[src/rtl/htq_pkg.sv]
// Shared constants, types and codes for the heightfield triangle height query core.
// No dependencies; used by every module in rtl/.
`default_nettype none

package htq_pkg;

    localparam int GRID_POINTS = 32;
    localparam int IDX_W       = $clog2(GRID_POINTS);
    localparam int ADDR_W      = $clog2(GRID_POINTS * GRID_POINTS);

    localparam int VTX_W    = 5;
    localparam int HGT_W    = 16;
    localparam int CRD_W    = 21;
    localparam int CS_W     = 8;
    localparam int CI_W     = 5;
    localparam int GX_W     = CRD_W + 2;
    localparam int D_W      = CS_W + 8;
    localparam int OFF_PW   = CS_W + CI_W;
    localparam int MUL_W    = D_W + 1;
    localparam int PROD_W   = 2 * MUL_W;
    localparam int ACC_W    = 36;
    localparam int RES_W    = HGT_W;
    localparam int CNT_W    = 4;
    localparam int READ_LAST = 4;
    localparam int MUL_LAST  = 3;

    localparam int CFG_IDX_W = 1;
    localparam logic [CFG_IDX_W-1:0] REG_CELL_SIZE    = 1'd0;
    localparam logic [CFG_IDX_W-1:0] REG_CENTER_INDEX = 1'd1;

    localparam logic [CS_W-1:0] CS_RESET = 8'd5;
    localparam logic [CI_W-1:0] CI_RESET = 5'd10;

    localparam logic OP_WRITE = 1'b0;
    localparam logic OP_QUERY = 1'b1;

    localparam logic [RES_W-1:0] SAT_MAX = 16'h7FFF;
    localparam logic [RES_W-1:0] SAT_MIN = 16'h8000;

    typedef enum logic [10:0] {
        ST_IDLE = 11'b00000000001,
        ST_OFF  = 11'b00000000010,
        ST_GRID = 11'b00000000100,
        ST_DIVX = 11'b00000001000,
        ST_DIVZ = 11'b00000010000,
        ST_CHK  = 11'b00000100000,
        ST_READ = 11'b00001000000,
        ST_MUL  = 11'b00010000000,
        ST_SIGN = 11'b00100000000,
        ST_DIVR = 11'b01000000000,
        ST_FIN  = 11'b10000000000
    } state_t;

    typedef struct packed {
        state_t             state;
        logic [CNT_W-1:0]   cnt;
    } ctl_t;

    typedef struct packed {
        logic start;
        logic early_oor;
        logic range_oor;
        logic acc_neg;
        logic out_free;
    } sts_t;

endpackage

`default_nettype wire

[src/rtl/htq_trial_sub.sv]
// Shared trial-subtract unit: compares a partial remainder against a shifted divisor.
// Depends on htq_pkg.
`default_nettype none

module htq_trial_sub (
    input  wire logic [htq_pkg::ACC_W-1:0] rem,
    input  wire logic [htq_pkg::ACC_W-1:0] divisor,
    output logic                           ge,
    output logic [htq_pkg::ACC_W-1:0]      diff
);

    logic [htq_pkg::ACC_W:0] sub;

    assign sub  = {1'b0, rem} - {1'b0, divisor};
    assign ge   = ~sub[htq_pkg::ACC_W];
    assign diff = sub[htq_pkg::ACC_W-1:0];

endmodule

`default_nettype wire

[config.mk]
export PLATFORM = sky130hd
export DESIGN_NAME = htq_trial_sub
export DESIGN_NICKNAME = d
export VERILOG_FILES = /design/src/rtl/htq_pkg.sv /design/src/rtl/htq_trial_sub.sv
export SDC_FILE = /design/constraint.sdc
export NUM_CORES = 1
export LEC_CHECK = 0
export BUFFER_PORTS_ARGS = -buffer_cell sky130_fd_sc_hd__buf_2
export CAP_MARGIN = 40
export CORE_AREA = 2 2 74 76
export DETAILED_ROUTE_END_ITERATION = 10
export DIE_AREA = 0 0 76 78
export PLACE_DENSITY = 0.85
export SLEW_MARGIN = 20
export SYNTH_ARGS = -nofsm -noshare
export SYNTH_HDL_FRONTEND = slang
export SYNTH_SLANG_ARGS = --single-unit
[constraint.sdc]
create_clock -name vclk -period 3.12
set_input_delay 0.624 -clock vclk [all_inputs]
set_output_delay 0.624 -clock vclk [all_outputs]
set_load 0.02 [all_outputs]
==> results.md, run 1 <==
- Outcome: complete, but fails checks
- WP data arrival: 2.82 ns
- Via/cell ratio: 5.47
- Die Span Y: 78 um
- Switching Power: 0.585 mW
- DRC Markers: 0
- Fin crit share: 1.10
- Register area: 0 um2
- Sequential share of the synthesized area: 0
- Pint: 0.528 mW
- DP HPWL: 6.71 mm
- Mapped Avg Cell Area: 6.94 um2
- Full die area: 5930 um2
- # clk buffers: 0
- Final Max Slew Viols: 0
- Syn Inst Count: 327
- Initial antenna violation count: 0
- Clock share of power: 0
- Failing checks: setup timing
- Leak: 2.09 nW
- Io pins: 109
- DR iter-0 viols: 116
- Pre-antenna DRT Iters: 5
- Area leader, netlist: ha_1
- Vias in the first global route: 3,265
- VDD IR max: 0.215 mV
- Syn Std Cell Area: 2270 um2
- Crit. End Element: primary output
- Reg power frac: 0
- Setup Viol. Count Final: 22
- Post-route ant nets: 0
- Slew HR: 0.688
- Tmin final: 3.44 ns
- Seq_cells: 0
- Total power: 1.11 mW
- # diodes: 0
- Cts hold-fix bufs: 0
- Overall routing resource usage: 0.279
- Hold Path Class: input pin to primary output
- Fmax: 0.291 GHz
- Pin slew with the least headroom to its limit: 0.464 ns
- Setup ws final: -0.319 ns
- CP Class: input pin to primary output
- Sw Share: 0.526
- Most frequent cells after synthesis: 47 x inv_1, 36 x ha_1, 29 x a21oi_1
- Initial Util: 0.450
- Synth cell types: 55
- Startpoint Class: input pin
- Core box area: 5040 um2
- I/O Buffers: 109
- Unrepaired setup endpoints after global routing: true
- Yosys top cell area share: 0.199
- Synth-to-Final Area Change: 73.9%
- Rows: 26
- Maximum number of pins on one net before global-route repair: 9
- Cell area after placement: 3580 um2
- Cell Pwr Density: 282 nW/um2
- Hold Fails Final Rpt: 0
- Final WL: 8.69 mm
- Final nets: 626
- Max-cap violations: 0
- Vias: 3,198
- Global-route wire length before repair: 14.2 mm
- Data required time of the critical path: 2.50 ns
- Crit path max fanout: 3
- Syn nets: 436
- Share of cells above drive strength 1: 0.503
- Gr ovfl total: 0
- Area contributors post-synth: ha_1 20%, inv_1 7.8%, xnor2_1 6.6%, a21oi_1 6.4%, a21o_1 6.3%
- Top-count cell post-synth: inv_1
- Gate power share: 1.000
- Synth warn: 0
- Die W: 76 um
- Final RePlAce weighted congestion: 0.882
- Routed wire per std cell: 14.8 um
- Finished Cell Area: 3950 um2
-- timing repair --
| item | in CTS | in global routing |
|---|---|---|
| pin swaps | 22 | 19 |
| resized for setup | 49 | 33 |
| endpoints found under the setup margin | 24 | 28 |
| buffers inserted | 5 | 4 |
-- area by class of cell --
type	count	area, um2
multi-input cells	269	2330
well taps	70	87.6
repair buffers	199	1340
inverters	47	184
fillers	344	1100
-- power groups by stage --
stage	Sequential, mW	Clock, mW	Combinational, mW
finish	0	0	1.11
global route	0	0	1.19
CTS	0	0	1.03
detailed placement	0	0	0.951
global placement	0	0	0.922
floorplan	0	0	0.579
-- critical path, stage by stage --
cell and delay (ns):
buf_8 0.08, inv_8 0.03, ha_4 0.15, fa_2 0.33
and2b_1 0.23, o2111ai_2 0.15, a21oi_2 0.18, nor3b_4 0.30
nor2_4 0.08, o311a_1 0.35, a211oi_4 0.17, buf_6 0.14
-- logic make-up after synthesis --
kind of cell / count (synthesis) / synth area share
buffers and inverters: 58 / 0.101
XOR/XNOR: 31 / 0.120
AND/OR/NAND/NOR: 84 / 0.181
AO/OA/AOI/OAI: 117 / 0.391
adder cells (fa/ha/maj): 37 / 0.207
-- cells in the final DEF (no fill, tap or decap), drive strengths merged, types with 7 or more instances in the layout --
| cell | n |
|---|---|
| o21a | 7 |
| o21ai | 17 |
| nand2 | 25 |
| nand3 | 10 |
| nor2 | 21 |
| xnor2 | 17 |
| inv | 47 |
| xor2 | 14 |
| a21o | 19 |
| buf | 199 |
| ha | 36 |
| nand4 | 10 |
| a21oi | 30 |
-- layer usage --
layer	GRT usage	routed length, um	vias to the layer above
met5	0	0	-
met3	0.0209	453	31
li1	-	-	1547
met1	0.294	3260	1486
met2	0.579	4680	134
met4	0.0855	290	0
-- path summary, 6_finish.rpt --
check / from / endpoint / slack (ns) / depth (start not counted)
max: rem[0] / diff[22] / -0.32 / 12
min: divisor[0] / diff[0] / 1.59 / 4
-- per-stage QoR --
step,std cells,worst slack (ns),hold WS (ns),utilization,TNS (ns)
after global placement,578,-0.364,1.64,0.710,-4.24
after global routing,585,-0.414,1.60,0.782,-5.99
after detailed placement,578,-0.421,1.64,0.710,-5.51
after floorplan,327,-0.154,1.43,-,-0.530
final,585,-0.319,1.59,0.782,-3.70
after CTS,583,-0.338,1.60,0.753,-3.68
Note: power is estimated with default switching activity, not from simulation.
==> run 2, diff against run 1 <==
ABC_AREA = 1   (was unset)
BUFFER_PORTS_ARGS = -buffer_cell sky130_fd_sc_hd__clkbuf_2   (was -buffer_cell sky130_fd_sc_hd__buf_2)
CORE_AREA = 2 2 80 82   (was 2 2 74 76)
DIE_AREA = 0 0 82 84   (was 0 0 76 78)
PLACE_DENSITY = 0.84   (was 0.85)
TNS_END_PERCENT = 50   (was unset)
==> run 2 against run 1 <==
The run now ends clean. Via count rose by 11%. Area after synthesis rose by 20%. Final cell count rose by 25%. Power fell by 30%. Die area rose by 16%. Flip-flop and latch count did not move. Utilization fell by 23 points. Global-route usage fell by 5.3 points. First-iteration DRC count rose by 28%. Critical path depth rose by 4. Final area fell by 14%. Wire length fell by 9.8%. Largest power group unchanged.
==> results.md, run 2 <==
- Register area: 0 um2 (unchanged)
- Cell Pwr Density: 230 nW/um2 (-18%)
- Placement Setup Slack: 0.0251 ns (+0.446 ns)
- Yosys top cell area share: 0.253 (+0.0543)
- WP data arrival: 2.34 ns (-0.48 ns)
- Startpoint Class: input pin
- Synth warn: 0 (unchanged)
- Final Max Slew Viols: 0 (unchanged)
- Vias in the first global route: 3,232 (-1.0%)
- Seq_cells: 0 (unchanged)
- Io pins: 109 (unchanged)
- Slew HR: 0.761 (+0.0729)
- DR iter-0 viols: 148 (+28%)
- Die W: 82 um (+7.9%)
- Hold Fails Final Rpt: 0 (unchanged)
- Mapped Avg Cell Area: 5.01 um2 (-28%)
- Final nets: 765 (+22%)
- Overall routing resource usage: 0.225 (-0.0533)
- Vias: 3,550 (+11%)
- Initial Util: 0.448 (-0.00181)
- Sequential share of the synthesized area: 0 (unchanged)
- Final WL: 7.84 mm (-9.8%)
- Max-cap violations: 0 (unchanged)
- Dpl cells: 731 (+26%)
- Most common cell after layout, fill and taps aside: nand2_1
- Tmin final: 2.97 ns (-0.471 ns)
- # diodes: 0 (unchanged)
- Final RePlAce weighted congestion: 0.901 (+2.2%)
- I/O Buffers: 109 (unchanged)
- DRC Markers: 0 (unchanged)
- VDD IR max: 0.120 mV (-44%)
- Pre-antenna DRT Iters: 5 (unchanged)
- Commonest cells after routing, fill and taps aside: 182 x nand2_1, 135 x inv_1, 107 x clkbuf_2, 38 x nor2_1, 37 x a21oi_1
- Data required time of the critical path: 2.50 ns (about the same)
- Post-route ant nets: 0 (unchanged)
- Leak: 2.28 nW (+9.3%)
- Crit. End Element: primary output
- Synth cell types: 22 (-60%)
- Max stage delay on crit path: 0.36 ns (about the same)
- Via/cell ratio: 4.86 (-11%)
- Share of cells above drive strength 1: 0.229 (-0.274)
- # clk buffers: 0 (unchanged)
- Routed wire per std cell: 10.7 um (-28%)
- Full die area: 6890 um2 (+16%)
- Gr ovfl total: 0 (unchanged)
- Syn Std Cell Area: 2730 um2 (+20%)
- Area leader, netlist: nand2_1
- Worst Hold Slack: 1.61 ns (+0.0107 ns)
- CP cell instances: clkbuf_2, inv_1, ha_1, fa_2, inv_1, nand3_1, nand3_2, nand2_1, nand2_2, nand2_1, nand2_2, nand2_2, nand2_1, nand2_1, nand2_1, clkbuf_2
- Crit-path most repeated cell: nand2_1
- Initial antenna violation count: 0 (unchanged)
- Core box area: 6100 um2 (+21%)
- Setup ws final: 0.151 ns (+0.471 ns)
- Final non-filler cell total: 731 (+25%)
- Crit path max fanout: 3 (unchanged)
- Setup Viol. Count Final: 0 (-100%)
- Outcome: finished, final reports clean
- Fmax: 0.337 GHz (+16%)
- Post-CTS Setup Bufs: 0 (-5)
- Crit-path slowest cell: fa_2
- Syn Inst Count: 545 (+67%)
- Setup TNS: 0 ns (+3.70 ns)
- Global-route wire length before repair: 12.9 mm (-8.7%)
- Pin slew with the least headroom to its limit: 0.355 ns (-0.108 ns)
- Synth-to-Final Area Change: 23.8%
- DP HPWL: 7.17 mm (+7.0%)
- Top-count cell post-synth: nand2_1
- Area contributors post-synth: nand2_1 25%, inv_1 19%, ha_1 16%, a21oi_1 6.8%, nor2_1 5.2%
- Most frequent cells after synthesis: 184 x nand2_1, 135 x inv_1, 38 x nor2_1
- Hold Path Class: input pin to primary output
- Rows: 29 (+12%)
- Filler Cell Count: 668 (+94%)
- Die Span Y: 84 um (+7.7%)
- CP Class: input pin to primary output
- Syn nets: 654 (+50%)
- Maximum number of pins on one net before global-route repair: 7 (-2)
- Fin crit share: 0.952 (-0.151)
-- run 2: repair_timing --
item | 4_1_cts | 5_1_grt
gates resized for setup | 0 | 5
hold endpoints to repair | 0 | 0
hold buffers | 0 | 0
endpoints found under the setup margin | 0 | 7
-- run 2: path summary, 6_finish.rpt --
check | startpoint | end | slack, ns | cells after the start
worst min-delay path | divisor[0] | diff[0] | 1.61 | 4
worst max-delay path | rem[0] | diff[32] | 0.15 | 16
-- run 2: power breakdown --
part / switching (mW) / leakage, nW / total, mW / internal (mW)
Sequential: 0 / 0 / 0 / 0
Combinational: 0.507 / 2.28 / 0.779 / 0.272
Clock: 0 / 0 / 0 / 0
Total: 0.507 / 2.28 / 0.779 / 0.272
-- run 2: area by class of cell --
type / count / area (um2) / share of cell area
inverter: 136 / 510 / 0.151
tap: 77 / 96.3 / 0.0285
timing repair buffer: 109 / 546 / 0.161
multi-input combinational: 409 / 2230 / 0.659
-- run 2: layer usage --
layer,routed length (um),global-route usage,vias to the layer above
met5,0,0,-
met4,112,0.0318,0
met3,505,0.00433,10
met2,3830,0.415,117
met1,3390,0.292,1554
li1,-,-,1869
-- run 2: logic make-up after synthesis --
| kind of cell | after synthesis | synth area share |
|---|---|---|
| buf+inv | 136 | 0.187 |
| simple gates | 292 | 0.465 |
| xor+xnor | 18 | 0.0577 |
| fa+ha+maj | 37 | 0.172 |
| compound gates | 62 | 0.118 |
-- run 2: critical path: cells and delay by family --
kind                       cells  cell delay (ns)
adders and majority gates      2             0.58
and+or+nand+nor               10             0.80
buffers and inverters          4             0.36
-- run 2: through the flow --
step / total power, mW / cell area [um2] / util
4_1_cts: 0.777 / 3370 / 0.553
3_3_place_gp: 0.764 / 3370 / 0.553
2_1_floorplan: 0.537 / 2730 / -
6_report: 0.779 / 3380 / 0.555
3_5_place_dp: 0.774 / 3370 / 0.553
5_1_grt: 0.866 / 3380 / 0.555
==> run 3, diff against run 2 <==
CORE_AREA = 2 2 61 106   (was 2 2 80 82)
DIE_AREA = 0 0 63 108   (was 0 0 82 84)
==> run 3 against run 2 <==
Count of clock-buffer cells in the layout unchanged. Non-clock buffer count up 1. Via count up 1.1%. Critical endpoint is now diff[33]. Final cell count up 0.27%. Largest power group unchanged. Setup slack better by 0.0093 ns. First-iteration DRC count down 9.5%. Power up 2.5%. Wire length up 15%. Utilization up 2.3 points. Critical path type unchanged. Critical path depth down 2. Flip-flop and latch count unchanged.
==> results.md, run 3 (same netlist as run 2, synthesis figures left out) <==
- Register area: 0 um2 (unchanged)
- Final WL: 9.03 mm (+15%)
- Destination of the worst hold path: diff[0]
- WP data arrival: 2.34 ns (about the same)
- Die Span Y: 108 um (+29%)
- Total power: 0.798 mW (+2.5%)
- Full die area: 6800 um2 (-1.2%)
- Die W: 63 um (-23%)
- DR iter-0 viols: 134 (-9.5%)
- Fin crit share: 0.949 (-0.00299)
- Io pins: 109 (unchanged)
- Hold Crit Start: divisor[0]
- Worst Hold Slack: 1.62 ns (+0.0107 ns)
- Slew HR: 0.719 (-0.0413)
- Routed wire per std cell: 12.3 um (+15%)
- Seq_cells: 0 (unchanged)
- # diodes: 0 (unchanged)
- Final RePlAce weighted congestion: 0.939 (+4.3%)
- Setup TNS: 0 ns (unchanged)
- DRC Markers: 0 (unchanged)
- Delay-heaviest family, CP: simple AND/OR/NAND/NOR gates
- Setup Viol. Count Final: 0 (unchanged)
- Worst Hold Depth: 4 (unchanged)
- Commonest cells after routing, fill and taps aside: 182 x nand2_1, 135 x inv_1, 107 x clkbuf_2, 38 x nor2_1, 37 x a21oi_1
- Global-route wire length before repair: 15.0 mm (+16%)
- Final nets: 766 (+0.13%)
- Area of the multi-input gates: 2230 um2 (unchanged)
- Hold Path Class: input pin to primary output
- Vias: 3,588 (+1.1%)
- CP cell instances: clkbuf_2, inv_1, ha_1, nand2_2, inv_1, a21oi_1, nand3_2, nand2_1, nand2_2, nand2_2, nand2_1, nand2_1, nand2_1, clkbuf_2
- Vias in the first global route: 3,662 (+13%)
- Final Max Slew Viols: 0 (unchanged)
- Crit path max fanout: 4 (+1)
- Max-cap violations: 0 (unchanged)
- CP Class: input pin to primary output
- Max stage delay on crit path: 0.36 ns (about the same)
- Initial antenna violation count: 0 (unchanged)
- Worst Path Buf+Inv: 4 (unchanged)
- Outcome: finished, final reports clean
- Dpl cells: 733 (+0.27%)
- Pin slew with the least headroom to its limit: 0.417 ns (+0.0614 ns)
- Synth-to-Final Area Change: 24.3%
- Post-route ant nets: 0 (unchanged)
- Crit-path slowest cell: ha_1
- Final non-filler cell total: 733 (+0.27%)
- DP HPWL: 8.25 mm (+15%)
- Via/cell ratio: 4.89 (+0.79%)
- Most common cell after layout, fill and taps aside: nand2_1
- Cell Pwr Density: 235 nW/um2 (+2.1%)
- Tmin final: 2.96 ns (-0.00934 ns)
- Rows: 37 (+28%)
- Hold Fails Final Rpt: 0 (unchanged)
- Startpoint Class: input pin
- Crit-path most repeated cell: nand2_1
- Pre-antenna DRT Iters: 4 (-1)
- # clk buffers: 0 (unchanged)
- Fmax: 0.338 GHz (+0.32%)
- Post-CTS Setup Bufs: 0 (unchanged)
- Overall routing resource usage: 0.271 (+0.0453)
- Filler Cell Count: 640 (-4.2%)
- Gr ovfl total: 0 (unchanged)
- Core box area: 5880 um2 (-3.6%)
- Share of cells above drive strength 1: 0.231 (+0.00118)
- Initial Util: 0.465 (+0.0165)
- Leak: 2.29 nW (+0.29%)
- Maximum number of pins on one net before global-route repair: 7 (unchanged)
- Data required time of the critical path: 2.50 ns (about the same)
- Crit. End Element: primary output
- I/O Buffers: 109 (unchanged)
- VDD IR max: 0.0954 mV (-20%)
run 3: power by group:
group	switching [mW]	internal [mW]	total (mW)	leakage, nW
sequential	0	0	0	0
clock	0	0	0	0
combinational	0.522	0.277	0.798	2.29
run 3: through the flow:
stage / setup WS, ns / utilization / area, um2
floorplan: 0.346 / - / 2730
global placement: 0.107 / 0.575 / 3380
detailed placement: 0.0240 / 0.575 / 3380
CTS: 0.0220 / 0.575 / 3380
global route: -0.000782 / 0.577 / 3390
finish: 0.161 / 0.577 / 3390
run 3: what timing repair did:
action | 4_1_cts | 5_1_grt
setup endpoints to repair | 0 | 7
hold buffers | 0 | 0
gates resized for setup | 0 | 7
run 3: worst max-delay path by stage:
stage / startpoint / to / cells past startpoint
after floorplan: rem[0] / diff[16] / 11
after global placement: rem[0] / diff[20] / 16
after global routing: rem[0] / diff[20] / 16
final: divisor[7] / diff[33] / 14
after CTS: rem[0] / ge / 16
after detailed placement: rem[0] / ge / 16
run 3: routing by layer:
layer | share of wire | track usage
met3 | 0.050 | 0.0146
met5 | 0 | 0
met2 | 0.52 | 0.555
met4 | 0.073 | 0.187
met1 | 0.35 | 0.245
run 3: layout make-up:
class                           count  area share
Inverter                          136       0.150
Multi-Input combinational cell    409       0.656
Tap cell                           78      0.0288
Timing Repair Buffer              110       0.164
