**src/rtl/htq_pkg.sv**
```systemverilog
// Shared constants, types and codes for the heightfield triangle height query core.
// No dependencies; used by every module in rtl/.
`default_nettype none

package htq_pkg;

    localparam int GRID_POINTS = 32;
    localparam int IDX_W       = $clog2(GRID_POINTS);
    localparam int ADDR_W      = $clog2(GRID_POINTS * GRID_POINTS);

    localparam int VTX_W    = 5;
    localparam int HGT_W    = 16;
    localparam int CRD_W    = 21;
    localparam int CS_W     = 8;
    localparam int CI_W     = 5;
    localparam int GX_W     = CRD_W + 2;
    localparam int D_W      = CS_W + 8;
    localparam int OFF_PW   = CS_W + CI_W;
    localparam int MUL_W    = D_W + 1;
    localparam int PROD_W   = 2 * MUL_W;
    localparam int ACC_W    = 36;
    localparam int RES_W    = HGT_W;
    localparam int CNT_W    = 4;
    localparam int READ_LAST = 4;
    localparam int MUL_LAST  = 3;

    localparam int CFG_IDX_W = 1;
    localparam logic [CFG_IDX_W-1:0] REG_CELL_SIZE    = 1'd0;
    localparam logic [CFG_IDX_W-1:0] REG_CENTER_INDEX = 1'd1;

    localparam logic [CS_W-1:0] CS_RESET = 8'd5;
    localparam logic [CI_W-1:0] CI_RESET = 5'd10;

    localparam logic OP_WRITE = 1'b0;
    localparam logic OP_QUERY = 1'b1;

    localparam logic [RES_W-1:0] SAT_MAX = 16'h7FFF;
    localparam logic [RES_W-1:0] SAT_MIN = 16'h8000;

    typedef enum logic [10:0] {
        ST_IDLE = 11'b00000000001,
        ST_OFF  = 11'b00000000010,
        ST_GRID = 11'b00000000100,
        ST_DIVX = 11'b00000001000,
        ST_DIVZ = 11'b00000010000,
        ST_CHK  = 11'b00000100000,
        ST_READ = 11'b00001000000,
        ST_MUL  = 11'b00010000000,
        ST_SIGN = 11'b00100000000,
        ST_DIVR = 11'b01000000000,
        ST_FIN  = 11'b10000000000
    } state_t;

    typedef struct packed {
        state_t             state;
        logic [CNT_W-1:0]   cnt;
    } ctl_t;

    typedef struct packed {
        logic start;
        logic early_oor;
        logic range_oor;
        logic acc_neg;
        logic out_free;
    } sts_t;

endpackage

`default_nettype wire

```
**src/rtl/htq_ctrl.sv**
```systemverilog
// Sequencer for one query: offset, two cell divisions, corner reads, products,
// final rounding division. Depends on htq_pkg.
`default_nettype none

module htq_ctrl (
    input  wire logic          clk,
    input  wire logic          rst_n,
    input  wire htq_pkg::sts_t sts,
    output htq_pkg::ctl_t      ctl
);

    htq_pkg::state_t               state_reg;
    htq_pkg::state_t               state_next;
    logic [htq_pkg::CNT_W-1:0]     cnt_reg;
    logic [htq_pkg::CNT_W-1:0]     cnt_next;

    always_comb
    begin
        state_next = state_reg;
        cnt_next   = cnt_reg;
        unique case (state_reg)
            htq_pkg::ST_IDLE:
            begin
                if (sts.start)
                begin
                    state_next = htq_pkg::ST_OFF;
                end
            end
            htq_pkg::ST_OFF:
            begin
                state_next = htq_pkg::ST_GRID;
            end
            htq_pkg::ST_GRID:
            begin
                if (sts.early_oor)
                begin
                    state_next = htq_pkg::ST_FIN;
                end
                else
                begin
                    state_next = htq_pkg::ST_DIVX;
                    cnt_next   = htq_pkg::CNT_W'(htq_pkg::IDX_W - 1);
                end
            end
            htq_pkg::ST_DIVX:
            begin
                if (cnt_reg == '0)
                begin
                    state_next = htq_pkg::ST_DIVZ;
                    cnt_next   = htq_pkg::CNT_W'(htq_pkg::IDX_W - 1);
                end
                else
                begin
                    cnt_next = cnt_reg - htq_pkg::CNT_W'(1);
                end
            end
            htq_pkg::ST_DIVZ:
            begin
                if (cnt_reg == '0)
                begin
                    state_next = htq_pkg::ST_CHK;
                end
                else
                begin
                    cnt_next = cnt_reg - htq_pkg::CNT_W'(1);
                end
            end
            htq_pkg::ST_CHK:
            begin
                if (sts.range_oor)
                begin
                    state_next = htq_pkg::ST_FIN;
                end
                else
                begin
                    state_next = htq_pkg::ST_READ;
                    cnt_next   = '0;
                end
            end
            htq_pkg::ST_READ:
            begin
                if (cnt_reg == htq_pkg::CNT_W'(htq_pkg::READ_LAST))
                begin
                    state_next = htq_pkg::ST_MUL;
                    cnt_next   = '0;
                end
                else
                begin
                    cnt_next = cnt_reg + htq_pkg::CNT_W'(1);
                end
            end
            htq_pkg::ST_MUL:
            begin
                if (cnt_reg == htq_pkg::CNT_W'(htq_pkg::MUL_LAST))
                begin
                    state_next = htq_pkg::ST_SIGN;
                end
                else
                begin
                    cnt_next = cnt_reg + htq_pkg::CNT_W'(1);
                end
            end
            htq_pkg::ST_SIGN:
            begin
                if (sts.acc_neg)
                begin
                    state_next = htq_pkg::ST_FIN;
                end
                else
                begin
                    state_next = htq_pkg::ST_DIVR;
                    cnt_next   = htq_pkg::CNT_W'(htq_pkg::RES_W - 1);
                end
            end
            htq_pkg::ST_DIVR:
            begin
                if (cnt_reg == '0)
                begin
                    state_next = htq_pkg::ST_FIN;
                end
                else
                begin
                    cnt_next = cnt_reg - htq_pkg::CNT_W'(1);
                end
            end
            htq_pkg::ST_FIN:
            begin
                if (sts.out_free)
                begin
                    state_next = htq_pkg::ST_IDLE;
                end
            end
            default:
            begin
                state_next = htq_pkg::ST_IDLE;
            end
        endcase
    end

    always_ff @(posedge clk or negedge rst_n)
    begin
        if (!rst_n)
        begin
            state_reg <= htq_pkg::ST_IDLE;
            cnt_reg   <= '0;
        end
        else
        begin
            state_reg <= state_next;
            cnt_reg   <= cnt_next;
        end
    end

    assign ctl.state = state_reg;
    assign ctl.cnt   = cnt_reg;

endmodule

`default_nettype wire

```
**config.mk**
```make
export PLATFORM = sky130hd
export DESIGN_NAME = htq_ctrl
export DESIGN_NICKNAME = d
export VERILOG_FILES = /design/src/rtl/htq_pkg.sv /design/src/rtl/htq_ctrl.sv
export SDC_FILE = /design/constraint.sdc
export NUM_CORES = 1
export LEC_CHECK = 0
export BUFFER_PORTS_ARGS = -buffer_cell sky130_fd_sc_hd__buf_2
export CAP_MARGIN = 20
export CORE_ASPECT_RATIO = 1.5
export CORE_MARGIN = 2
export CORE_UTILIZATION = 49
export CTS_BUF_LIST = sky130_fd_sc_hd__clkbuf_4 sky130_fd_sc_hd__clkbuf_8
export DETAILED_ROUTE_END_ITERATION = 7
export PLACE_DENSITY = 0.68
export SETUP_SLACK_MARGIN = 0.05
export SKIP_LAST_GASP = 1
export SYNTH_ARGS = -nofsm -noshare
export SYNTH_HDL_FRONTEND = slang
export SYNTH_SLANG_ARGS = --single-unit
```
**constraint.sdc**
```tcl
create_clock -name clk -period 3.09 [get_ports clk]
set_input_delay 0.618 -clock clk [delete_from_list [all_inputs] [get_ports clk]]
set_output_delay 0.618 -clock clk [all_outputs]
set_load 0.005 [all_outputs]
```
==> results of run 1 <==
logic make-up after synthesis:
group,Yosys count,share of synthesized area
buffers and inverters,11,0.0372
xor gates and xnor gates,4,0.0297
adders and majority gates,2,0.0212
and+or+nand+nor,73,0.374
DFF,15,0.320
AOI/OAI and AO/OA,36,0.219
layer usage:
layer	vias up	wire (um)	part of all wire	GRT usage
li1	574	-	-	-
met1	587	1240	0.39	0.306
met2	47	1670	0.53	0.419
met3	6	159	0.051	0.0169
met4	0	64	0.020	0.0947
met5	-	0	0	0
worst register-to-register path: stages (launching register included):
cell,delay (ps)
dfrtp_1,450
or4_4,580
or4_4,530
o211ai_2,150
o2111ai_1,240
a2bb2oi_1,180
o21ai_1,90
worst min path at each step:
stage,endpoint,slack [ps],cells past startpoint
2_1_floorplan,cnt_reg[0],320,0
3_3_place_gp,state_reg[2],530,1
3_5_place_dp,state_reg[2],540,1
4_1_cts,state_reg[5],240,1
5_1_grt,state_reg[7],250,1
6_report,state_reg[5],230,1
synthesized netlist by cell type, drive strengths merged, types with 3 or more instances:
cell | instances | area (um2)
nor3 | 6 | 30.0
nor4 | 4 | 40.0
nand3 | 7 | 35.0
nand2 | 14 | 52.6
nor2 | 13 | 48.8
nor3b | 3 | 22.5
o21ai | 8 | 43.8
a21o | 4 | 30.0
a21oi | 7 | 35.0
or4 | 4 | 37.5
nand4 | 4 | 40.0
inv | 5 | 18.8
clkbuf | 4 | 15.0
dfrtp | 14 | 350
and3 | 4 | 25.0
cell usage in the layout, fill, tap and decap left out, types with 2 or more instances in the layout:
master    Yosys  layout
dfrtp_1      14      14
a21oi_1       7       7
clkbuf_4      0       4
xor2_1        2       2
nor4_1        3       3
nand4_1       3       3
nor3b_1       3       3
nor3_1        6       6
xnor2_1       2       2
or4_1         2       2
a21o_1        4       4
nand2_1      14      14
nand3_1       7       7
and3_1        4       4
o32a_1        2       2
nor2_1       13      13
o21ai_0       3       3
nor2b_1       2       2
nor4b_1       2       2
nand2b_1      2       2
ha_1          2       2
inv_1         5       5
or4_4         2       2
and3b_1       2       2
buf_2         2      21
o21ai_1       4       4
through the flow:
stage          hold WS, ps   util  total power [uW]  instance area (um2)
2_1_floorplan          322      -               554                 1180
3_3_place_gp           535  0.570               656                 1290
3_5_place_dp           540  0.570               661                 1290
4_1_cts                240  0.583               781                 1320
5_1_grt                246  0.583               845                 1320
6_report               231  0.583               780                 1320
power groups by stage:
| stage | Sequential, uW | Clock, uW | Combinational [uW] |
|---|---|---|---|
| floorplan | 279 | 0 | 275 |
| global placement | 310 | 0 | 346 |
| detailed placement | 312 | 0 | 349 |
| CTS | 308 | 122 | 351 |
| global route | 317 | 133 | 394 |
| finish | 310 | 119 | 352 |
area by class of cell:
class,instances,area [um2]
inverter,5,18.8
clock buffer,4,30.0
fill,216,942
sequential,15,377
timing repair buffer,21,105
tap,23,28.8
multi-input combinational,115,758
==> run metrics, run 1 <==
Worst Max-Slew Pin Slew 668 ps; clk_lat worst skew between 200 and 300 ps; clock sinks 15; pwr dens 592 mW/mm2; Worst R2R Path Depth 6; Clock Root Buffer clkbuf_4; Clock Pin Slew Worst Setup and Hold Paths approximately 90 ps; Logic pwr share 0.451; Final Max Tran Viols 0; ys async rst share 1.00; ant diodes 0; max reg flops 11; sequential share of power 0.397; CP max stage delay around 570 ps; RSZ-0062 raised after global routing no; Critical Path Stages 6; chip height between 60 and 70 um; switching portion of total power 0.432; outcome complete, no violations; most frequent CP cell or4_4; worst min path class primary input to asynchronous set/reset pin; dpl hpwl around 2.4 mm; R2R setup slack 750 ps; Top delay family on crit path simple AND/OR/NAND/NOR gates; synthesized net count 150; Synth Warn # 0; setup tns final 0 ps; CTS H-Tree Depth 1; setup bufs post-CTS 0; Final ANT Viol Nets 0; num rows 21; Yosys reg bits 15; Most used DFF post-synth dfrtp_1; TritonCTS clock tree built; max frequency 428 MHz; post-synthesis sequential area ratio 0.320; core area around 0.0023 mm2; Pint 443 uW; nets@finish 170; DRC viols 0; Worst Setup EP cnt_reg[3]; Switch Pwr between 300 and 400 uW; final hold viol count 0; mean area per synthesized cell approximately 8.4 um2; Starting Density 0.522; all-layer global routing usage 0.244; post-synthesis cell area 0.00118 mm2; Non-Filler Instances 183; largest net degree at the start of global routing 16; Setup crit start kind flop; wire per inst approximately 17 um; Crit. Startpoint state_reg[3]; number of I/O port buffers 21; final setup vio count 0; CP Buf/Inv Count 0; Post-Route WL about 3.1 mm; number of flops mapped to enable cells by yosys 0; final setup margin around 750 ps; Clock Power Share 0.152; IO Pins 22; Via density between 6 and 7; # hold bufs at CTS 0; CTS Buffer Depth 2; Die X 44.0 um; DRT iter0 DRCs 37; DP Worst Slack roughly 760 ps; Cells after DPL roughly 180; vias in the first global route roughly 1100; Tcrit/Tclk final 0.757; area grow syn2layout 11.8%; routed vias ~1200; Placer Congestion about 0.88; Max-Cap Viols 0; CP max stage cell or4_4; post-layout min period between 2000 and 2500 ps; Crit Path Class flop to flop; antenna violations before repair 0; Post-Syn Instances 141; Crit. End Element flop; slew margin rel. 0.551; Reg-to-Reg Start state_reg[3]; worst-path cell chain or4_4 -> or4_4 -> o211ai_2 -> o2111ai_1 -> a2bb2oi_1 -> o21ai_1; Inserted Clock Buffers 3; Max VDD drop about 0.00034 V; r2r endpoint cnt_reg[3]; worst-path fanout max 7; Arr. time, crit path around 2500 ps; drt pass-1 iters 4; first-pass GRT wire length 5.26 mm; GR Overflow Total 0; share of layout cells above drive strength 1 0.219; synth unique cells slightly above 50; post-cts sizing count 0; Worst Path Required roughly 3200 ps; Leak 0.000602 uW; skew final just under 10 ps; Die ar. 0.00282 mm2
(Power assumes the default switching activity.)
==> run 2: changes to the inputs <==
--- a/config.mk
+++ b/config.mk
@@ -12,7 +12,7 @@
 export CORE_UTILIZATION = 49
 export CTS_BUF_LIST = sky130_fd_sc_hd__clkbuf_4 sky130_fd_sc_hd__clkbuf_8
 export DETAILED_ROUTE_END_ITERATION = 7
-export PLACE_DENSITY = 0.68
+export PLACE_DENSITY = 0.71
 export SETUP_SLACK_MARGIN = 0.05
 export SKIP_LAST_GASP = 1
 export SYNTH_ARGS = -nofsm -noshare
==> constraint.sdc (replaced) <==
create_clock -name clk -period 1.9 [get_ports clk]
set_input_delay 0.38 -clock clk [delete_from_list [all_inputs] [get_ports clk]]
set_output_delay 0.38 -clock clk [all_outputs]
set_load 0.005 [all_outputs]
==> run metrics, run 2 (synthesis gave the netlist of run 1 again) <==
outcome complete, but fails checks; failing checks negative setup slack; Worst Max-Slew Pin Slew 471 ps; Placer Congestion about 0.95; final setup vio count 11; Clock Power Share 0.108; area grow syn2layout 64.5%; max frequency roughly 450 MHz; Starting Density 0.522; Leak between 0.0009 and 0.001 uW; Die ar. 0.00282 mm2; worst-path fanout max 4; first-pass GRT wire length about 7.5 mm; switching portion of total power 0.415; drt pass-1 iters 5; Placed Area between 0.0015 and 0.002 mm2; skew final between 6 and 7 ps; Worst R2R Path Depth 6; largest net degree at the start of global routing 16; fin util 0.858; worst-path cell chain or4_1 -> or4_4 -> o211ai_4 -> o2111ai_4 -> a2bb2oi_2 -> o21ai_1; Worst Path Required about 2100 ps; Arr. time, crit path 2420 ps; Max-Cap Viols 0; max reg flops 11; number of I/O port buffers 21; share of layout cells above drive strength 1 0.520; r2r endpoint cnt_reg[3]; chip height around 64 um; CP max stage delay between 500 and 600 ps; Cells after DPL 229; CTS Buffer Depth 2; core area roughly 0.0023 mm2; CP max stage cell or4_1; Max VDD drop between 0.0007 and 0.0008 V; nets@finish ~230; clock sinks 15; pwr dens 1000 mW/mm2; Crit. Startpoint state_reg[6]; Top delay family on crit path simple AND/OR/NAND/NOR gates; Setup crit start kind flop; post-layout min period 2240 ps; num rows 21; Post-Route WL roughly 5.2 mm; final setup margin -338 ps; Final ANT Viol Nets 0; Layout fillers 122; Overall Power 1950 uW; Tcrit/Tclk final 1.18; R2R setup slack -340 ps; Worst Setup EP cnt_reg[3]; Final Max Tran Viols 0; DRT iter0 DRCs ~110; DRC viols 0; slew margin rel. 0.678; Critical Path Stages 6; Clock Pin Slew Worst Setup and Hold Paths between 100 and 150 ps; Switch Pwr 808 uW; setup tns final -2130 ps; Inserted Clock Buffers 3; Crit Path Class flop to flop; ant diodes 0; clk_lat worst skew approximately 300 ps; TritonCTS clock tree built; design area roughly 0.0019 mm2; Die X approximately 44 um; all-layer global routing usage 0.357; routed vias between 1500 and 2000; Non-Filler Instances approximately 240; CP Buf/Inv Count 0; commonest cells after routing, fill and taps aside buf_4 (56), buf_2 (21), dfrtp_1 (14); commonest non-fill, non-tap cell in the layout buf_4; vias in the first global route approximately 1600; wire per inst approximately 21 um; Via density 6.53; RSZ-0062 raised after global routing yes; Pint 1140 uW; antenna violations before repair 0; IO Pins 22; Logic pwr share 0.674; Reg-to-Reg Start state_reg[6]; sequential share of power 0.218; dpl hpwl approximately 3.2 mm; Crit. End Element flop; GR Overflow Total 0; Clock Root Buffer clkbuf_4; final hold viol count 0; worst min path class primary input to flop; CTS H-Tree Depth 1
-- run 2: cell count changes in the layout (fill, tap and decap cells not counted), sizes merged --
| cell | previous run | this run |
|---|---|---|
| clkinv | 0 | 1 |
| clkbuf | 4 | 3 |
| dlygate4sd3 | 0 | 1 |
| buf | 21 | 81 |
-- run 2: routing by layer --
metal	share of wire	GRT usage	routed length (um)	vias to the layer above
li1	-	-	-	690
met1	0.34	0.388	1760	738
met2	0.51	0.616	2610	126
met3	0.078	0.0395	401	39
met4	0.074	0.246	379	0
met5	0	0	0	-
-- run 2: power groups by stage --
| stage | Combinational [uW] | Sequential (uW) | Clock [uW] |
|---|---|---|---|
| after global routing | 1390 | 424 | 228 |
| after global placement | 968 | 421 | 0 |
| after detailed placement | 999 | 425 | 0 |
| after CTS | 1150 | 418 | 199 |
| after floorplan | 460 | 453 | 0 |
| final | 1310 | 425 | 210 |
-- run 2: worst min-delay path by stage --
stage / start / end / slack, ps / depth (start not counted)
after detailed placement: rst_n / state_reg[10] / 320 / 1
after global routing: sts[2] / state_reg[6] / 290 / 2
after floorplan: rst_n / cnt_reg[0] / 80 / 0
after global placement: rst_n / state_reg[10] / 300 / 1
after CTS: sts[2] / state_reg[6] / 280 / 2
final: sts[2] / state_reg[6] / 310 / 2
-- run 2: cell type report --
type	count	area, um2	share of cell area
Clock buffer	3	22.5	0.0116
Clock inverter	1	5.00	0.00258
Inverter	5	18.8	0.00968
Multi-Input combinational cell	115	907	0.468
Sequential cell	15	377	0.194
Tap cell	23	28.8	0.0148
Timing Repair Buffer	82	581	0.299
-- run 2: per-stage QoR --
| step | hold WS (ps) | setup slack, ps |
|---|---|---|
| floorplan | 84.4 | -228 |
| CTS | 284 | -262 |
| global route | 291 | -346 |
| detailed placement | 315 | -342 |
| global placement | 305 | -220 |
| finish | 310 | -338 |
-- run 2: worst register-to-register path: cells and delay by family (launching register included) --
kind | cells | cell delay (ps)
and+or+nand+nor | 2 | 1080
DFF | 1 | 430
AOI/OAI and AO/OA | 4 | 600
-- run 2: timing repair --
item	in CTS	in global routing
pin swaps	7	15
resized for setup	10	19
hold endpoints to repair	14	0
endpoints found under the setup margin	11	12
buffers inserted	7	4
hold buffers	1	0
==> run 3: changes to the inputs <==
--- a/config.mk
+++ b/config.mk
@@ -13,6 +13,7 @@
 export CTS_BUF_LIST = sky130_fd_sc_hd__clkbuf_4 sky130_fd_sc_hd__clkbuf_8
 export DETAILED_ROUTE_END_ITERATION = 7
 export PLACE_DENSITY = 0.71
+export RECOVER_POWER = 50
 export SETUP_SLACK_MARGIN = 0.05
 export SKIP_LAST_GASP = 1
 export SYNTH_ARGS = -nofsm -noshare
==> run metrics, run 3 (synthesis gave the netlist of run 1 again) <==
Worst Max-Slew Pin Slew 927 ps; wire per inst around 21 um; routed vias 1582; area grow syn2layout 64.3%; core area 0.00226 mm2; Max-Cap Viols 0; drt pass-1 iters 6; Worst Path Required 2090 ps; all-layer global routing usage 0.357; Crit Path Class flop to flop; Die ar. between 0.002 and 0.003 mm2; CTS H-Tree Depth 1; DRT iter0 DRCs ~110; Crit. Startpoint state_reg[6]; first-pass GRT wire length roughly 7.5 mm; DP Worst Slack -342 ps; Post-Route WL 5.10 mm; outcome complete, but fails checks; fin util 0.857; final setup vio count 11; Reg-to-Reg Start state_reg[6]; share of layout cells above drive strength 1 0.511; Arr. time, crit path about 2400 ps; worst-path fanout max 5; skew final between 4 and 5 ps; TritonCTS clock tree built; final setup margin -335 ps; max frequency between 400 and 500 MHz; Crit. End Element flop; slew margin rel. 0.382; Final ANT Viol Nets 0; num rows 21; Setup crit start kind flop; Placer Congestion between 0.9 and 1; Final Max Tran Viols 0; IO Pins 22; antenna violations before repair 0; Inserted Clock Buffers 3; CTS Buffer Depth 2; Die X 44.0 um; Starting Density 0.522; nets@finish around 230; pwr dens 1000 mW/mm2; DRC viols 0; max reg flops 11; Tcrit/Tclk final 1.18; Max VDD drop ~0.00072 V; clock sinks 15; number of I/O port buffers 21; post-layout min period about 2200 ps; worst min path class primary input to flop; ant diodes 0; Leak 0.000931 uW; Clock Pin Slew Worst Setup and Hold Paths approximately 110 ps; vias in the first global route approximately 1600; commonest cells after routing, fill and taps aside buf_4 (56), buf_2 (19), dfrtp_1 (14); Overall Power slightly below 2000 uW; final hold viol count 0; Hold Crit Start sts[2]; GR Overflow Total 0; setup tns final -2120 ps; Clock Root Buffer clkbuf_4; failing checks negative setup slack; chip height between 60 and 70 um; commonest non-fill, non-tap cell in the layout buf_4; largest net degree at the start of global routing 16; clk_lat worst skew between 200 and 300 ps; dpl hpwl roughly 3.2 mm; Via density between 6 and 7; RSZ-0062 raised after global routing yes
run 3: final cells by class:
class	count	area (um2)
tap	23	28.8
multi-input combinational	115	907
fill	124	323
sequential	15	377
clock inverter	1	5.00
timing repair buffer	82	578
inverter	5	18.8
clock buffer	3	22.5
run 3: critical path: stages (launching register included):
cell and delay (ps):
dfrtp_1 430, or4_1 540, or4_4 540, o211ai_4 150, nand4_4 170, o31a_1 290
run 3: power breakdown:
| part | internal, uW | switching, uW |
|---|---|---|
| logic | 680 | 631 |
| clock network | 78.3 | 129 |
| registers | 379 | 45.4 |
| total | 1140 | 806 |
run 3: per-stage QoR:
stage	std cells	instance area, um2	hold WS (ps)
final	244	1940	304
after global routing	244	1940	291
after CTS	241	1830	284
after detailed placement	229	1680	315
after global placement	229	1680	305
after floorplan	141	1190	84.4
run 3: worst paths after layout:
| path | endpoint | slack (ps) | cells after the start |
|---|---|---|---|
| hold reg to reg | cnt_reg[0] | 630 | 2 |
| min in group asynchronous | state_reg[2] | 730 | 2 |
| setup reg to reg | cnt_reg[2] | -330 | 5 |
| setup / recovery | cnt_reg[2] | -330 | 5 |
| max in group asynchronous | state_reg[1] | 610 | 2 |
| hold / removal | state_reg[6] | 300 | 2 |
run 3: routing by layer:
metal | up-vias | part of all wire | GRT usage
met1 | 726 | 0.33 | 0.388
met2 | 124 | 0.51 | 0.616
met4 | 0 | 0.077 | 0.246
met5 | - | 0 | 0
met3 | 40 | 0.080 | 0.0395
li1 | 692 | - | -
run 3: timing repair:
action / in CTS / in global routing
hold buffers: 1 / 0
pin swaps: 7 / 15
setup buffers: 7 / 4
gates resized for setup: 10 / 19
endpoints found under the setup margin: 11 / 12
endpoints found under the hold margin: 14 / 0
